File: src/hdl/isort_pkg.sv
`timescale 1ns / 1ps

package isort_pkg;

  localparam int DEPTH    = 64;
  localparam int KEY_BITS = 45;
  localparam int TAG_BITS = 16;

  typedef struct packed {
    logic [KEY_BITS-1:0] key;
    logic [TAG_BITS-1:0] tag;
  } rec_t;

  typedef struct packed {
    logic insert;
    logic shift;
  } cell_ctrl_t;

endpackage

File: src/hdl/isort_cell.sv
`timescale 1ns / 1ps

module isort_cell (
  input  logic                  clk,
  input  logic                  rst,
  input  isort_pkg::cell_ctrl_t ctrl,
  input  isort_pkg::rec_t       new_rec,
  input  isort_pkg::rec_t       prev_rec,
  input  logic                  prev_valid,
  input  logic                  prev_gt,
  input  isort_pkg::rec_t       next_rec,
  input  logic                  next_valid,
  output isort_pkg::rec_t       rec,
  output logic                  valid,
  output logic                  gt
);
  import isort_pkg::*;

  logic take;

  // Strict compare keeps equal keys in arrival order.
  assign gt = valid && (rec.key > new_rec.key);

  // A cell moves up when it holds a greater key, or when it is the first free one.
  assign take = gt || (!valid && prev_valid);

  always_ff @(posedge clk) begin
    if (rst) begin
      valid <= 1'b0;
    end else if (ctrl.insert && take) begin
      valid <= 1'b1;
    end else if (ctrl.shift) begin
      valid <= next_valid;
    end
  end

  always_ff @(posedge clk) begin
    if (ctrl.insert && take) begin
      rec <= prev_gt ? prev_rec : new_rec;
    end else if (ctrl.shift) begin
      rec <= next_rec;
    end
  end

endmodule

File: config.mk
export PLATFORM = sky130hd
export DESIGN_NAME = isort_cell
export DESIGN_NICKNAME = d
export VERILOG_FILES = /design/src/hdl/isort_pkg.sv /design/src/hdl/isort_cell.sv
export SDC_FILE = /design/constraint.sdc
export NUM_CORES = 1
export LEC_CHECK = 0
export BUFFER_PORTS_ARGS = -buffer_cell sky130_fd_sc_hd__clkbuf_2
export CORE_ASPECT_RATIO = 1.25
export CORE_UTILIZATION = 40
export CTS_BUF_LIST = sky130_fd_sc_hd__clkbuf_8
export DETAILED_ROUTE_END_ITERATION = 10
export HOLD_SLACK_MARGIN = 0.06
export PLACE_DENSITY = 0.73
export SETUP_SLACK_MARGIN = 0.05
export SYNTH_ARGS = -nofsm -noshare
export SYNTH_HDL_FRONTEND = slang
export SYNTH_SLANG_ARGS = --single-unit
File: constraint.sdc
create_clock -name clk -period 5 [get_ports clk]
set_input_delay 0 -clock clk [delete_from_list [all_inputs] [get_ports clk]]
set_output_delay 0 -clock clk [all_outputs]
set_load 0.01 [all_outputs]
==> metrics.md <==
| Metric | Value |
|---|---|
| Unrepaired setup endpoints after global routing | no |
| Clock Latency Late Sink | 0.34 ns |
| Pwr per Cell Area | 242 nW/um2 |
| Final worst path period need | 3.95 ns |
| Setup TNS | 0 ns |
| Count of cell types in the netlist | 40 |
| Status | complete, no violations |
| Final hold vios | 0 |
| XOR/XNOR share of the synthesized area | 0% |
| Leak | 3.52 nW |
| Antenna Nets Post-Route | 0 |
| Min-delay worst type | input pin to flip-flop |
| Slew HR | 24.4% |
| Via density | 5.03 |
| Syn Area/Cell | 11.4 um2 |
| Global-route wire length before repair | 21000 um |
| Multi-input logic area | 2540 um2 |
| Drt initial violations | 157 |
| Largest family of logic cells by synthesized area | multiplexers |
| Clk buf depth | 2 |
| Clock sinks | 62 |
| Layout fillers | 928 |
| Register area share after synthesis | 39.1% |
| Post-CTS Resized | 0 |
| Synth Area in Compound Gates | 10.3% |
| Worst slew pin tran | 1.13 ns |
| Die width | 99.3 um |
| Tot GR Track Use | 21.9% |
| Final non-filler cell total | 880 |
| Area share of and/or/nand/nor cells after synthesis | 8.16% |
| Gr ovfl total | 0 |
| Layout area overhead | 47.0% |
| Number of buffers added on ports | 252 |
| DR WL/cell | 15.4 um |
| Final WL | 13600 um |
| Initial Utilization | 41.0% |
| Num CTS Buffers | 9 |
| CTS tree | yes |
| CTS root buffer | clkbuf_8 |
| Post-Syn Instances | 415 |
| Routed via count | 4428 |
| Hold Path Cell Cnt | 4 |
| Final HPWL DP | 9830 um |
| R2R cell count | 10 |
| Cells after DPL | 791 |
| Crit Path Class | flip-flop to flip-flop |
| Max Cap Viol | 0 |
| Critical path capture point type | flip-flop |
| Syn Nets | 650 |
| Synth warn | 0 |
| H-tree Lvls | 3 |
| Req. time, crit path | 5.09 ns |
| DRC | 0 |
| Top-level port count | 253 |
| Mapped Area | 4740 um2 |
| Startpoint Class | flip-flop |
| Peak VDD IR | 117 uV |
| Core box area | 11600 um2 |
| Pre-antenna DRT Iters | 4 |
| Placer Congestion | 0.807 |
| Nets | 972 |
| Area of the die | 12300 um2 |
| FP Rows | 44 |
| Fmax | 0.253 GHz |
| Adder-cell share of the synthesized area | 11.9% |
| Register area | 1850 um2 |
| Initial antenna violation count | 0 |
| Antenna Cells | 0 |
| CP arrival | 4.04 ns |
| Final core area utilization | 60.2% |
| Final Max Slew Viols | 0 |
| Clock transition at path regs | 0.07 ns |
| Clk_skew | 0.0151 ns |
| Die H | 124 um |
| Period utilisation layout | 79.0% |
| Worst-path maximum fanout | 62 |
| Largest net degree at the start of global routing | 65 |
| # setup viols final | 0 |
| Post-CTS Setup Bufs | 0 |
| Cts hold-fix bufs | 73 |
| Share of layout cells above drive strength 1 | 48.4% |
| Mux contribution to synthesized area | 23.4% |
| Pwr Total | 0.00168 W |
| Vias in the first global route | 4489 |
| FF+latch count, synth | 62 |
[cell families after synthesis]
logic type	count (synthesis)
AO/OA/AOI/OAI	82
adder cells (fa/ha/maj)	45
buffers and inverters	65
AND/OR/NAND/NOR	82
flip-flops	62
multiplexers	79
[sequential cells by signal, summed over array words and instances, names as in the netlist]
| name | flops |
|---|---|
| valid | 1 |
| rec | 61 |
[cell usage after synthesis]
cell type	count	area [um2]
nand2_1	56	210
nand2b_1	1	6.26
o21ba_2	1	10.0
nor3_1	1	5.00
a311oi_1	1	8.76
and3_1	1	6.26
mux2_4	58	871
nor3_2	2	20.0
or2_2	1	6.26
o22ai_1	2	12.5
a211oi_2	1	12.5
nand3b_1	1	7.51
edfxtp_1	61	1830
o21ai_2	1	8.76
a21oi_1	15	75.1
and4_1	3	26.3
buf_12	6	120
a221oi_2	1	15.0
dfxtp_1	1	20.0
ha_1	45	563
o21ai_0	46	230
inv_1	47	176
nand4_1	6	37.5
buf_1	3	11.3
a21bo_2	1	10.0
clkbuf_1	9	33.8
mux2_2	21	236
a21o_2	1	8.76
and4bb_1	1	12.5
a21oi_4	1	16.3
nand4_2	1	12.5
a21oi_2	1	8.76
a211oi_1	1	7.51
a221oi_1	2	17.5
nand3_1	5	25.0
o311ai_1	1	8.76
a21o_1	2	15.0
a21boi_0	1	7.51
nor2_1	3	11.3
o21ai_1	3	15.0
[layer usage]
layer	wire, um	part of all wire, %	global-route usage [%]	up-vias
met4	427	3.1	8.64	0
met1	5280	39	24.4	2057
met2	7090	52	40.5	190
met3	770	5.7	4.77	35
li1	-	-	-	2146
met5	0	0	0	-
[where the power goes]
group / switching (W) / internal (W) / total [W] / leakage (nW)
combinational: 0.000258 / 0.000304 / 0.000562 / 2.79
clock: 0.000193 / 0.000251 / 0.000443 / 0.115
sequential: 0.0000309 / 0.000649 / 0.000680 / 0.615
total: 0.000481 / 0.00120 / 0.00168 / 3.52
[final timing paths]
| path | startpoint | end | slack (ns) |
|---|---|---|---|
| hold reg to reg | valid$_SDFFE_PP0P_ | rec[51]$_DFFE_PP_ | 1.24 |
| hold / removal | prev_rec[48] | rec[48]$_DFFE_PP_ | 0.08 |
| setup / recovery | rec[32]$_DFFE_PP_ | rec[60]$_DFFE_PP_ | 1.05 |
| setup reg to reg | rec[32]$_DFFE_PP_ | rec[60]$_DFFE_PP_ | 1.05 |
[stage by stage]
stage          setup slack [ns]  cell area [um2]  hold WS (ns)
2_1_floorplan              1.68             4740         0.179
3_3_place_gp               1.66             6040         0.280
3_5_place_dp               1.57             6040         0.281
4_1_cts                    1.02             6960        0.0608
5_1_grt                   0.857             6960        0.0747
6_report                   1.05             6960        0.0790
[worst max-delay path: stages (launching register included)]
cell	delay, ns
edfxtp_1	0.40
ha_1	0.35
nand4_1	0.16
and4bb_1	0.35
o21ai_1	0.09
o311ai_1	0.12
a211oi_2	0.17
a21oi_4	0.17
buf_4	0.84
mux2_2	0.42
dlygate4sd3_1	0.56
[layout make-up]
class / count / area share [%]
clock buffer: 11 / 2.17
inverter: 47 / 2.53
tap: 138 / 2.48
multi-input combinational: 288 / 36.5
sequential: 62 / 26.6
timing repair buffer: 329 / 29.0
clock inverter: 5 / 0.647
[cells in the final DEF, fill, tap and decap left out, types with 2 or more instances in the layout]
cell type,instances
nor2_1,3
nand3_1,5
inv_1,51
o21ai_1,3
a221oi_1,2
a21oi_1,15
nand2_1,56
o21ai_0,46
nand4_1,6
ha_1,45
nor3_2,2
clkbuf_2,251
mux2_4,58
a21o_1,2
clkbuf_8,11
and4_1,3
o22ai_1,2
edfxtp_1,61
buf_4,4
dlygate4sd3_1,73
mux2_2,21
(Power assumes the default switching activity.)
